File: src/sv/flc_pkg.sv
// Shared types, constants and helpers for the fan level controller.
package flc_pkg;

    // Fixed thresholds and delays
    localparam logic [15:0] INIT_HIGH_AMBIENT = 16'd820;
    localparam logic [15:0] INIT_MID_AMBIENT  = 16'd700;
    localparam logic [31:0] DWELL_MS          = 32'd3000;
    localparam logic [31:0] OFF_DELAY_MS      = 32'd5000;

    // Item packing on the stream ports
    localparam int unsigned IN_TDATA_W  = 88;
    localparam int unsigned OUT_TDATA_W = 16;

    // Step commands carried in tuser
    typedef enum logic [1:0] {
        CMD_AUTO     = 2'd0,
        CMD_LOWPOWER = 2'd1,
        CMD_MANUAL   = 2'd2,
        CMD_NONE     = 2'd3
    } cmd_t;

    // Fan state reported with each item
    typedef enum logic [1:0] {
        FAN_INIT  = 2'd0,
        FAN_RUN   = 2'd1,
        FAN_STOP  = 2'd2,
        FAN_ERROR = 2'd3
    } fan_state_t;

    // Outlet temperature zones of the run state
    typedef enum logic [1:0] {
        ZONE_UP   = 2'd0,
        ZONE_HOLD = 2'd1,
        ZONE_DOWN = 2'd2
    } zone_t;

    // Register indexes on the configuration port
    typedef enum logic [2:0] {
        REG_INCREASE_TEMP  = 3'd0,
        REG_DECREASE_TEMP  = 3'd1,
        REG_LOW_DUTY       = 3'd2,
        REG_MIDDLE_DUTY    = 3'd3,
        REG_HIGH_DUTY      = 3'd4,
        REG_CHANGE_INTERVAL = 3'd5,
        REG_REFERENCE_TEMP = 3'd6,
        REG_DEADBAND       = 3'd7
    } reg_idx_t;

    typedef struct packed {
        logic [15:0] increase_temp;
        logic [15:0] decrease_temp;
        logic [7:0]  low_duty;
        logic [7:0]  middle_duty;
        logic [7:0]  high_duty;
        logic [15:0] change_interval_ms;
        logic [15:0] reference_temp;
        logic [14:0] deadband;
    } cfg_t;

    typedef struct packed {
        logic [1:0]  manual_level;
        logic [1:0]  fan_state;
        logic [15:0] measured_temp;
        logic [15:0] outlet_temp;
        logic [15:0] ambient_temp;
        logic [31:0] now_ms;
        logic [1:0]  cmd;
    } item_t;

    typedef struct packed {
        logic       level_changed;
        logic       power_on;
        logic [7:0] pwm_duty;
        logic [1:0] fan_level;
    } result_t;

    // Duty for a fan level, zero for level 0
    function automatic logic [7:0] duty_of(input logic [1:0] lvl, input cfg_t c);
        logic [7:0] d;
        case (lvl)
            2'd1:    d = c.low_duty;
            2'd2:    d = c.middle_duty;
            2'd3:    d = c.high_duty;
            default: d = 8'd0;
        endcase
        return d;
    endfunction

endpackage

File: src/sv/fan_level_controller.sv
// Fan level controller top level: input register, step logic, result register.
//
// One input item is one control step and gives one result item. An item sits
// in the input register, the step logic works on it and the result register
// takes the outcome; m_tvalid rises once the result register is loaded, which
// can wait while the result side stalls. The block accepts one item every cycle
// while the result side keeps up. The state update of a step and the result
// register load on the same edge, so the next item always sees the state left
// by the previous one. The user must write configuration registers over the
// APB port only while no item is in flight; the block does not enforce this.
// The duty for a level is latched when that level is driven.
module fan_level_controller
(
    input  logic                              clk,
    input  logic                              rst_n,
    // input items
    input  logic                              s_tvalid,
    output logic                              s_tready,
    // now_ms[31:0], ambient_temp[47:32], outlet_temp[63:48],
    // measured_temp[79:64], fan_state[81:80], manual_level[83:82], zero pad
    input  logic [flc_pkg::IN_TDATA_W-1:0]    s_tdata,
    // cmd[1:0]
    input  logic [1:0]                        s_tuser,
    // result items
    output logic                              m_tvalid,
    input  logic                              m_tready,
    // fan_level[1:0], pwm_duty[9:2], power_on[10], level_changed[11], zero pad
    output logic [flc_pkg::OUT_TDATA_W-1:0]   m_tdata,
    // configuration
    input  logic                              psel,
    input  logic                              penable,
    input  logic                              pwrite,
    input  logic [4:0]                        paddr,
    input  logic [31:0]                       pwdata,
    output logic [31:0]                       prdata,
    output logic                              pready
);
    import flc_pkg::*;

    cfg_t    cfg;
    item_t   in_item_reg;
    logic    in_valid_reg;
    result_t res;
    result_t out_reg;
    logic    out_valid_reg;
    logic    advance;

    // Step fires when an item waits and the result slot is free or draining
    assign advance  = in_valid_reg && (!out_valid_reg || m_tready);
    assign s_tready = !in_valid_reg || advance;
    assign m_tvalid = out_valid_reg;
    assign m_tdata  = {4'd0, out_reg};

    // Input register
    always_ff @(posedge clk or negedge rst_n)
    begin
        if (!rst_n)
            in_valid_reg <= 1'b0;
        else if (s_tready)
            in_valid_reg <= s_tvalid;
    end

    always_ff @(posedge clk)
    begin
        if (s_tvalid && s_tready)
            in_item_reg <= {s_tdata[83:0], s_tuser};
    end

    // Result register
    always_ff @(posedge clk or negedge rst_n)
    begin
        if (!rst_n)
            out_valid_reg <= 1'b0;
        else if (advance)
            out_valid_reg <= 1'b1;
        else if (m_tready)
            out_valid_reg <= 1'b0;
    end

    always_ff @(posedge clk)
    begin
        if (advance)
            out_reg <= res;
    end

    flc_cfg u_cfg
    (
        .clk     (clk),
        .rst_n   (rst_n),
        .psel    (psel),
        .penable (penable),
        .pwrite  (pwrite),
        .paddr   (paddr),
        .pwdata  (pwdata),
        .prdata  (prdata),
        .pready  (pready),
        .cfg     (cfg)
    );

    flc_step u_step
    (
        .clk     (clk),
        .rst_n   (rst_n),
        .advance (advance),
        .item    (in_item_reg),
        .cfg     (cfg),
        .res     (res)
    );

endmodule

File: src/sv/flc_cfg.sv
// Configuration register file behind the APB-style port.
module flc_cfg
(
    input  logic          clk,
    input  logic          rst_n,
    input  logic          psel,
    input  logic          penable,
    input  logic          pwrite,
    input  logic [4:0]    paddr,
    input  logic [31:0]   pwdata,
    output logic [31:0]   prdata,
    output logic          pready,
    output flc_pkg::cfg_t cfg
);
    import flc_pkg::*;

    cfg_t     cfg_reg;
    reg_idx_t idx;
    logic     wr_en;

    assign pready = 1'b1;
    assign idx    = reg_idx_t'(paddr[4:2]);
    assign wr_en  = psel && penable && pwrite && pready;
    assign cfg    = cfg_reg;

    // Register writes
    always_ff @(posedge clk or negedge rst_n)
    begin
        if (!rst_n)
        begin
            cfg_reg <= '0;
        end
        else if (wr_en)
        begin
            case (idx)
                REG_INCREASE_TEMP:   cfg_reg.increase_temp      <= pwdata[15:0];
                REG_DECREASE_TEMP:   cfg_reg.decrease_temp      <= pwdata[15:0];
                REG_LOW_DUTY:        cfg_reg.low_duty           <= pwdata[7:0];
                REG_MIDDLE_DUTY:     cfg_reg.middle_duty        <= pwdata[7:0];
                REG_HIGH_DUTY:       cfg_reg.high_duty          <= pwdata[7:0];
                REG_CHANGE_INTERVAL: cfg_reg.change_interval_ms <= pwdata[15:0];
                REG_REFERENCE_TEMP:  cfg_reg.reference_temp     <= pwdata[15:0];
                REG_DEADBAND:        cfg_reg.deadband           <= pwdata[14:0];
                default:             cfg_reg <= cfg_reg;
            endcase
        end
    end

    // Read mux
    always_comb
    begin
        case (idx)
            REG_INCREASE_TEMP:   prdata = {16'd0, cfg_reg.increase_temp};
            REG_DECREASE_TEMP:   prdata = {16'd0, cfg_reg.decrease_temp};
            REG_LOW_DUTY:        prdata = {24'd0, cfg_reg.low_duty};
            REG_MIDDLE_DUTY:     prdata = {24'd0, cfg_reg.middle_duty};
            REG_HIGH_DUTY:       prdata = {24'd0, cfg_reg.high_duty};
            REG_CHANGE_INTERVAL: prdata = {16'd0, cfg_reg.change_interval_ms};
            REG_REFERENCE_TEMP:  prdata = {16'd0, cfg_reg.reference_temp};
            REG_DEADBAND:        prdata = {17'd0, cfg_reg.deadband};
            default:             prdata = 32'd0;
        endcase
    end

endmodule

File: src/sv/flc_step.sv
// Control state and the per-item step logic (auto, low-power, manual).
module flc_step
(
    input  logic             clk,
    input  logic             rst_n,
    input  logic             advance,
    input  flc_pkg::item_t   item,
    input  flc_pkg::cfg_t    cfg,
    output flc_pkg::result_t res
);
    import flc_pkg::*;

    // Control state
    logic [1:0]  stored_level_reg, stored_level_next;
    logic [2:0]  dwell_armed_reg, dwell_armed_next;
    logic [31:0] dwell_start_reg [0:2];
    logic [31:0] dwell_start_next [0:2];
    logic        auto_armed_reg, auto_armed_next;
    logic [31:0] auto_time_reg, auto_time_next;
    logic        lp_armed_reg, lp_armed_next;
    logic [31:0] lp_time_reg, lp_time_next;
    logic        power_reg, power_next;
    logic        off_pending_reg, off_pending_next;
    logic [31:0] off_start_reg, off_start_next;
    logic [7:0]  duty_reg, duty_next;

    // Step decisions
    logic               pwr_now, pend_now;
    zone_t              zone;
    logic               fire;
    logic [1:0]         auto_lvl, lp_lvl;
    logic [1:0]         lvl_up, lvl_hold, lvl_down;
    logic               auto_blocked, lp_blocked;
    logic signed [17:0] err, db_s;
    logic               do_drive;
    logic [1:0]         drive_lvl;
    logic [31:0]        interval;

    assign interval = {16'd0, cfg.change_interval_ms};
    assign lvl_up   = (stored_level_reg == 2'd3) ? 2'd3 : stored_level_reg + 2'd1;
    assign lvl_hold = (stored_level_reg == 2'd0) ? 2'd1 : stored_level_reg;
    assign lvl_down = (stored_level_reg <= 2'd1) ? 2'd1 : stored_level_reg - 2'd1;
    assign err      = $signed({2'b00, item.measured_temp})
                    - $signed({2'b00, cfg.reference_temp});
    assign db_s     = $signed({3'b000, cfg.deadband});

    // Zone of the outlet temperature and its dwell timer
    always_comb
    begin
        if (item.outlet_temp > cfg.increase_temp)
            zone = ZONE_UP;
        else if (item.outlet_temp > cfg.decrease_temp)
            zone = ZONE_HOLD;
        else
            zone = ZONE_DOWN;
        fire = dwell_armed_reg[zone]
            && ((item.now_ms - dwell_start_reg[zone]) >= DWELL_MS);
    end

    // Target level of an auto step
    always_comb
    begin
        case (item.fan_state)
            FAN_INIT:
            begin
                if (item.ambient_temp >= INIT_HIGH_AMBIENT)
                    auto_lvl = 2'd3;
                else if (item.ambient_temp >= INIT_MID_AMBIENT)
                    auto_lvl = 2'd2;
                else
                    auto_lvl = 2'd1;
            end
            FAN_RUN:
            begin
                if (!fire)
                    auto_lvl = stored_level_reg;
                else if (zone == ZONE_UP)
                    auto_lvl = lvl_up;
                else if (zone == ZONE_HOLD)
                    auto_lvl = lvl_hold;
                else
                    auto_lvl = lvl_down;
            end
            default: auto_lvl = 2'd0;
        endcase
    end

    // Target level of a low-power step (deadband around the reference)
    always_comb
    begin
        case (item.fan_state)
            FAN_INIT: lp_lvl = 2'd3;
            FAN_RUN:
            begin
                if (err > db_s)
                    lp_lvl = 2'd3;
                else if (err < -db_s)
                    lp_lvl = 2'd0;
                else
                    lp_lvl = 2'd2;
            end
            default: lp_lvl = 2'd0;
        endcase
    end

    assign auto_blocked = (item.fan_state == FAN_INIT || item.fan_state == FAN_RUN)
                       && auto_armed_reg && ((item.now_ms - auto_time_reg) < interval);
    assign lp_blocked   = (item.fan_state == FAN_RUN) && lp_armed_reg
                       && ((item.now_ms - lp_time_reg) < interval);

    // Next state of one step
    always_comb
    begin
        // power-off timer runs out first
        pwr_now  = power_reg;
        pend_now = off_pending_reg;
        if (off_pending_reg && ((item.now_ms - off_start_reg) >= OFF_DELAY_MS))
        begin
            pwr_now  = 1'b0;
            pend_now = 1'b0;
        end

        stored_level_next = stored_level_reg;
        dwell_armed_next  = dwell_armed_reg;
        for (int k = 0; k < 3; k++)
            dwell_start_next[k] = dwell_start_reg[k];
        auto_armed_next   = auto_armed_reg;
        auto_time_next    = auto_time_reg;
        lp_armed_next     = lp_armed_reg;
        lp_time_next      = lp_time_reg;
        power_next        = pwr_now;
        off_pending_next  = pend_now;
        off_start_next    = off_start_reg;
        duty_next         = duty_reg;
        do_drive          = 1'b0;
        drive_lvl         = 2'd0;

        case (cmd_t'(item.cmd))
            CMD_AUTO:
            begin
                if (item.fan_state == FAN_RUN)
                begin
                    dwell_armed_next = 3'b000;
                    dwell_armed_next[zone] = !fire;
                    if (!dwell_armed_reg[zone])
                        dwell_start_next[zone] = item.now_ms;
                end
                else if (item.fan_state != FAN_INIT)
                begin
                    dwell_armed_next = 3'b000;
                end
                if (!auto_blocked)
                begin
                    do_drive  = 1'b1;
                    drive_lvl = auto_lvl;
                    if (auto_lvl != stored_level_reg)
                    begin
                        stored_level_next = auto_lvl;
                        auto_armed_next   = 1'b1;
                        auto_time_next    = item.now_ms;
                    end
                end
            end
            CMD_LOWPOWER:
            begin
                if (!lp_blocked && (lp_lvl != stored_level_reg))
                begin
                    do_drive          = 1'b1;
                    drive_lvl         = lp_lvl;
                    stored_level_next = lp_lvl;
                    lp_armed_next     = 1'b1;
                    lp_time_next      = item.now_ms;
                end
            end
            CMD_MANUAL:
            begin
                do_drive          = 1'b1;
                drive_lvl         = item.manual_level;
                stored_level_next = item.manual_level;
            end
            default: ;
        endcase

        // drive a level: latch duty, handle power
        if (do_drive)
        begin
            duty_next = duty_of(drive_lvl, cfg);
            if (drive_lvl == 2'd0)
            begin
                if (!pend_now && pwr_now)
                begin
                    off_pending_next = 1'b1;
                    off_start_next   = item.now_ms;
                end
            end
            else
            begin
                power_next       = 1'b1;
                off_pending_next = 1'b0;
            end
        end
    end

    // Result of the step
    assign res.fan_level     = stored_level_next;
    assign res.pwm_duty      = duty_next;
    assign res.power_on      = power_next;
    assign res.level_changed = (stored_level_next != stored_level_reg);

    // State update
    always_ff @(posedge clk or negedge rst_n)
    begin
        if (!rst_n)
        begin
            stored_level_reg <= '0;
            dwell_armed_reg  <= '0;
            for (int k = 0; k < 3; k++)
                dwell_start_reg[k] <= '0;
            auto_armed_reg   <= 1'b0;
            auto_time_reg    <= '0;
            lp_armed_reg     <= 1'b0;
            lp_time_reg      <= '0;
            power_reg        <= 1'b0;
            off_pending_reg  <= 1'b0;
            off_start_reg    <= '0;
            duty_reg         <= '0;
        end
        else if (advance)
        begin
            stored_level_reg <= stored_level_next;
            dwell_armed_reg  <= dwell_armed_next;
            for (int k = 0; k < 3; k++)
                dwell_start_reg[k] <= dwell_start_next[k];
            auto_armed_reg   <= auto_armed_next;
            auto_time_reg    <= auto_time_next;
            lp_armed_reg     <= lp_armed_next;
            lp_time_reg      <= lp_time_next;
            power_reg        <= power_next;
            off_pending_reg  <= off_pending_next;
            off_start_reg    <= off_start_next;
            duty_reg         <= duty_next;
        end
    end

endmodule
File: config.mk
export PLATFORM = sky130hd
export DESIGN_NAME = fan_level_controller
export DESIGN_NICKNAME = d
export VERILOG_FILES = /design/src/sv/flc_pkg.sv /design/src/sv/fan_level_controller.sv /design/src/sv/flc_cfg.sv /design/src/sv/flc_step.sv
export SDC_FILE = /design/constraint.sdc
export NUM_CORES = 1
export LEC_CHECK = 0
export ABC_CLOCK_PERIOD_IN_PS = 7460
export BUFFER_PORTS_ARGS = -buffer_cell sky130_fd_sc_hd__buf_2
export CAP_MARGIN = 10
export CORE_MARGIN = 10
export CORE_UTILIZATION = 53
export DETAILED_ROUTE_END_ITERATION = 7
export GPL_ROUTABILITY_DRIVEN = 0
export HOLD_SLACK_MARGIN = 0.15
export PLACE_DENSITY = 0.71
export SYNTH_ARGS = -nofsm -noshare
export SYNTH_HDL_FRONTEND = slang
export SYNTH_SLANG_ARGS = --single-unit
File: constraint.sdc
create_clock -name clk -period 7.46 [get_ports clk]
set_input_delay 0.746 -clock clk [delete_from_list [all_inputs] [get_ports clk]]
set_output_delay 0.746 -clock clk [all_outputs]
set_load 0.005 [all_outputs]
==> results.yml, run 1 <==
floorplanning:
  die_y_um: 249
  die_w_um: 249
  row_count: 83
  core_um2: 51700
  start_util: 0.539
  die-area_um2: 62100
  ioPinCount: 185
cells_and_area:
  n_fill_cell: 4322
  final_net_count: 3421
  seq_area_um2: 10700
  final_cell_mix: "314 x dfrtp_1, 256 x nand2_1, 235 x ha_1, 234 x inv_1, 223 x o21ai_0"
  layout-drive-gt1-share: 0.173
  final_common_cell: "dfrtp_1"
  syn2layout_area_growth_pct: 11.9
  multiInputGateArea_um2: 15800
  stdcell_count: 3769
  largest_reg_flops: 103
global_routing:
  grt_use_total: 0.241
  grt-ovfl-total: 0
  grt_pass1_vias: 22600
  grt_max_degree: 170
  grt_pass1_wl_um: 123000
  antenna_found_initial: 1
clocking:
  cts_sinks: 410
  clkTransAtPathRegs_ps: 60
  htree_levels: 2
  clockBufferDepth: 3
  cts_buffers: 48
  clockRootBuffer: "clkbuf_16"
  tritoncts: "done"
  clock_latency_ps: 610
routing:
  num_vias: 23300
  drc_errors: 0
  ant_nets: 0
  first_iter_violations: 2147
  routed_via_density: 6.17
  wire_per_inst_um: 20.8
  firstDrtPassIters: 6
  routed_wl_um: 78300
run_status:
  status: "completed"
setup_path:
  cp.arrival_ps: 7740
  start_kind: "register"
  cp_slowest_cell: "or4b_4"
  cpLargestDelayFamily: "compound AO/OA/AOI/OAI gates"
  crit_buf_inv: 3
  slowest_delay_ps: 550
  endpoint_kind: "register"
  crit_fanout: 29
  crit_type: "reg -> reg"
  crit_required_ps: 7930
pwr:
  total_power_mw: 11.6
  power.leakage_nw: 14.0
  power.density_nw_per_um2: 373
  max-vdd-ir-drop_v: 0.000212
logic_synthesis:
  seq_area_frac_synth: 0.385
  ys_ff_latch: 410
  postSynthCellCount: 2915
  ys_types: 97
  synth_area_um2: 27900
  async_reset_ff_frac: 0.766
  yosysWarnings: 0
  avgSynthCellArea_um2: 9.56
  synth_edf_count: 96
  synth_top_flop_cell: "dfrtp_1"
sta:
  slew_violations: 0
  relSlewSlack: 0.161
  max_freq_ghz: 0.138
  tightest_slew_ps: 1260
  setup_viol: 0
  min_period_ps: 7260
  worst_clock_skew_ps: 23.3
  hold_viol: 0
  timing.final.crit_share: 0.974
placement:
  placed_cells: 3675
  io_buffers: 139
  dp_hpwl_um: 57600
job:
  maxCapViolCount: 0
worst_hold_path:
  hp-class: "in -> reg"
==> worst register-to-register path: stages (launching register included) <==
cell,delay [ps]
edfxtp_1,420
ha_1,320
and3_1,180
nand4_1,320
nor3_4,340
a211o_2,260
o21ai_4,140
mux2i_1,150
o21ai_0,160
ha_1,230
inv_1,70
fa_1,390
a21oi_2,220
o211ai_2,200
a221oi_2,410
o221ai_1,210
mux2i_1,160
a211o_1,240
a2111oi_0,330
or4b_4,550
o31ai_4,250
buf_4,190
mux2_4,320
a21oi_2,220
buf_12,230
mux2_4,330
a221o_1,320
==> cell families (layout without fill, tap and decap cells) <==
logic type               Yosys count  in the layout  synth area share
AO/OA/AOI/OAI                    796            796             0.184
AND/OR/NAND/NOR                  724            724             0.125
flip-flops                       410            410             0.385
buffers and inverters            367            520            0.0532
multiplexers                     288            288             0.116
adder cells (fa/ha/maj)          240            240             0.109
XOR/XNOR                          88             88            0.0277
other                              2             23          0.000270
==> synth_stat cells, drive strengths merged, types with 27 or more instances <==
cell | count | area share
dfrtp | 314 | 0.28
nand2 | 258 | 0.035
ha | 235 | 0.11
inv | 235 | 0.032
o21ai | 229 | 0.041
a21oi | 216 | 0.039
mux2 | 216 | 0.089
nor2 | 159 | 0.021
edfxtp | 96 | 0.10
clkbuf | 92 | 0.012
mux2i | 69 | 0.025
xnor2 | 60 | 0.019
a21o | 54 | 0.015
nand3 | 52 | 0.0093
buf | 40 | 0.0092
nor3 | 38 | 0.0070
nand4 | 35 | 0.0079
nand2b | 28 | 0.0063
o211ai | 28 | 0.0079
xor2 | 28 | 0.0088
nor4 | 27 | 0.0061
==> layout make-up <==
class | count | area share
Sequential cell | 410 | 0.345
Timing Repair Buffer | 195 | 0.0379
Multi-Input combinational cell | 2157 | 0.506
Tap cell | 680 | 0.0273
Clock buffer | 61 | 0.0414
Clock inverter | 29 | 0.0140
Inverter | 235 | 0.0283
Antenna cell | 2 | 0.000161
==> routing by layer <==
layer,vias up,routed length (um),global-route usage
li1,10800,-,-
met1,11400,34900,0.335
met2,925,34400,0.369
met3,156,6520,0.0509
met4,2,2400,0.0787
met5,-,13,0
==> timing repair <==
item                                   in CTS  in global routing
setup endpoints to repair                   8                 52
setup buffers                               0                  1
hold buffers                                1                  0
endpoints found under the hold margin       9                  0
resized for setup                           1                  6
pin swaps                                   0                  2
==> report_power, final <==
group	switching, mW	internal (mW)	total [mW]
Combinational	3.39	2.43	5.82
Sequential	0.345	2.88	3.22
Clock	0.996	1.58	2.58
==> final timing paths <==
check                                      start                  endpoint  slack (ps)  cells past startpoint
hold / removal                       s_tdata[73]           in_item_reg[75]         310                      1
min in group asynchronous                  rst_n        u_step.duty_reg[1]         720                      2
max in group asynchronous                  rst_n  u_step.auto_time_reg[12]        5290                      3
hold reg to reg            u_step.auto_armed_reg     u_step.auto_armed_reg         460                      1
setup reg to reg                 in_item_reg[61]        u_step.duty_reg[4]         200                     26
setup / recovery                 in_item_reg[61]        u_step.duty_reg[4]         200                     26
==> stage by stage <==
step	instance area, um^2	setup TNS [ps]	setup WS [ps]	util	hold WS [ps]
5_1_grt	31200	-28.1	-13.3	0.603	294
3_5_place_dp	29400	-373	-53.9	0.568	451
3_3_place_gp	29400	0	29.0	0.568	444
2_1_floorplan	27900	0	825	-	431
6_report	31200	0	196	0.603	310
4_1_cts	31100	0	67.4	0.602	279
(Power assumes the default switching activity.)
==> run 2: changes to the inputs <==
--- a/config.mk
+++ b/config.mk
@@ -14,6 +14,7 @@
 export GPL_ROUTABILITY_DRIVEN = 0
 export HOLD_SLACK_MARGIN = 0.15
 export PLACE_DENSITY = 0.71
+export SETUP_SLACK_MARGIN = 0.2
 export SYNTH_ARGS = -nofsm -noshare
 export SYNTH_HDL_FRONTEND = slang
 export SYNTH_SLANG_ARGS = --single-unit
==> run 2 against run 1 <==
Global-route usage about the same. Die area unchanged. Final cell count about the same. Critical path type unchanged.
==> results.yml, run 2 (synthesis gave the netlist of run 1 again) <==
run_status:
  status: "completed"
sta:
  setup_viol: 0
  timing.hold.ws_ps: 311
  relSlewSlack: 0.171
  slew_violations: 0
  worst_clock_skew_ps: 23.7
  timing.final.crit_share: 0.947
  rsz0062_at_grt: "false"
  tns_ps: 0
  tightest_slew_ps: 1240
  min_period_ps: 7060
  hold_viol: 0
  max_freq_ghz: 0.142
routing:
  num_vias: 23300
  firstDrtPassIters: 6
  routed_via_density: 6.18
  ant_nets: 0
  wire_per_inst_um: 20.8
  routed_wl_um: 78600
  drc_errors: 0
  first_iter_violations: 2095
global_routing:
  use_met3: 0.0513
  grt_pass1_wl_um: 123000
  grt_pass1_vias: 22600
  grt_max_degree: 170
  antenna_found_initial: 1
  grt.busiest_layer: "met2"
  use_met1: 0.334
  grt_use_total: 0.242
  grt-ovfl-total: 0
  met2_usage: 0.370
worst_hold_path:
  whs_path_depth: 1
  hold_start: "s_tdata[73]"
  hold-path-endpoint: "in_item_reg[75]"
  hp-class: "in -> reg"
setup_path:
  reg2reg_from: "in_item_reg[61]"
  crit_fanout: 29
  r2r_cells: 27
  cp.arrival_ps: 7540
  endpoint_kind: "register"
  crit_type: "reg -> reg"
  rr_endpoint: "u_step.duty_reg[3]"
  start_kind: "register"
  crit_required_ps: 7930
  regToRegSetupSlack_ps: 400
pwr:
  total_power_mw: 11.7
  power_frac_comb: 0.503
  power.leakage_nw: 14.1
  max-vdd-ir-drop_v: 0.000212
  seq_power_share: 0.277
  clockPowerShare: 0.221
  switching_share: 0.406
  p_int_mw: 6.92
  power.density_nw_per_um2: 373
  p_switching_mw: 4.74
floorplanning:
  ioPinCount: 185
  die_y_um: 249
  row_count: 83
  core_um2: 51700
  die_w_um: 249
  start_util: 0.539
  die-area_um2: 62100
cells_and_area:
  syn2layout_area_growth_pct: 12.2
  final_common_cell: "dfrtp_1"
  layout-drive-gt1-share: 0.175
  final_cell_mix: "314 x dfrtp_1, 256 x nand2_1, 235 x ha_1, 234 x inv_1, 222 x o21ai_0"
  postLayoutCellArea_um2: 31300
  final_net_count: 3425
  stdcell_count: 3772
  largest_reg_flops: 103
placement:
  io_buffers: 139
  dp_hpwl_um: 57600
  placed_area_um2: 29400
  placed_cells: 3675
clocking:
  clockRootBuffer: "clkbuf_16"
  clockBufferDepth: 3
  tritoncts: "done"
  cts_sinks: 410
  htree_levels: 2
  clkTransAtPathRegs_ps: 60
  clock_latency_ps: 610
  cts_buffers: 48
job:
  maxCapViolCount: 0
## run 2: cell count changes in the layout (fill, tap and decap cells not counted), sizes merged
cell    delta
buf        +3
clkbuf     +1
diode      -1
## run 2: repair_timing
item                                   4_1_cts  5_1_grt
pin swaps                                    0        5
hold buffers                                 1        0
setup endpoints to repair                   49       52
gates resized for setup                      4       13
endpoints found under the hold margin        9        0
gates cloned                                 0        1
buffers inserted                             0        4
## run 2: final cells by class
type / instances / area [um^2]
tap: 680 / 851
clock buffer: 61 / 1290
antenna: 1 / 2.50
fill: 4306 / 20400
clock inverter: 29 / 438
timing repair buffer: 199 / 1250
inverter: 235 / 882
multi-input combinational: 2157 / 15800
sequential: 410 / 10700
## run 2: through the flow
step	setup WS, ps	util
2_1_floorplan	825	-
3_3_place_gp	29.0	0.568
3_5_place_dp	-53.9	0.568
4_1_cts	215	0.602
5_1_grt	195	0.605
6_report	398	0.605
## run 2: power groups by stage
stage	Sequential (mW)	Clock (mW)	Combinational [mW]
after global placement	3.22	0	5.44
final	3.22	2.57	5.86
after CTS	3.22	2.61	5.69
after floorplan	3.14	0	4.34
after detailed placement	3.25	0	5.64
after global routing	3.29	2.71	6.50
## run 2: metal layers
metal | part of all wire | up-vias
li1 | - | 10900
met1 | 0.44 | 11300
met2 | 0.44 | 980
met3 | 0.089 | 156
met4 | 0.030 | 2
met5 | 0.00017 | -
## run 2: worst max-delay path by stage
| stage | slack [ps] | endpoint | depth (start not counted) | startpoint |
|---|---|---|---|---|
| floorplan | 830 | u_step.duty_reg[0] | 27 | in_item_reg[61] |
| global placement | 30 | u_step.duty_reg[3] | 25 | in_item_reg[61] |
| detailed placement | -50 | u_step.duty_reg[4] | 25 | in_item_reg[61] |
| CTS | 210 | u_step.duty_reg[3] | 26 | u_cfg.cfg[82] |
| global route | 200 | u_step.duty_reg[0] | 29 | u_cfg.cfg[82] |
| finish | 400 | u_step.duty_reg[3] | 27 | in_item_reg[61] |
## run 2: worst max-delay path, stage by stage (launching register included)
cell and delay, ps:
edfxtp_1 420, ha_1 320, and3_1 190, nand4_1 90
buf_4 180, nor3_4 250, a21o_1 240, o21ai_4 90
buf_12 150, buf_12 160, mux2i_1 190, nor2_1 60
a21oi_1 140, ha_1 380, a21oi_1 210, o21ai_1 200
or3_1 420, and3_1 220, a211o_1 270, a2111oi_0 330
or4b_4 550, o31ai_4 240, buf_4 190, mux2_4 320
a21oi_2 220, buf_12 220, mux2_4 310, a221o_1 320
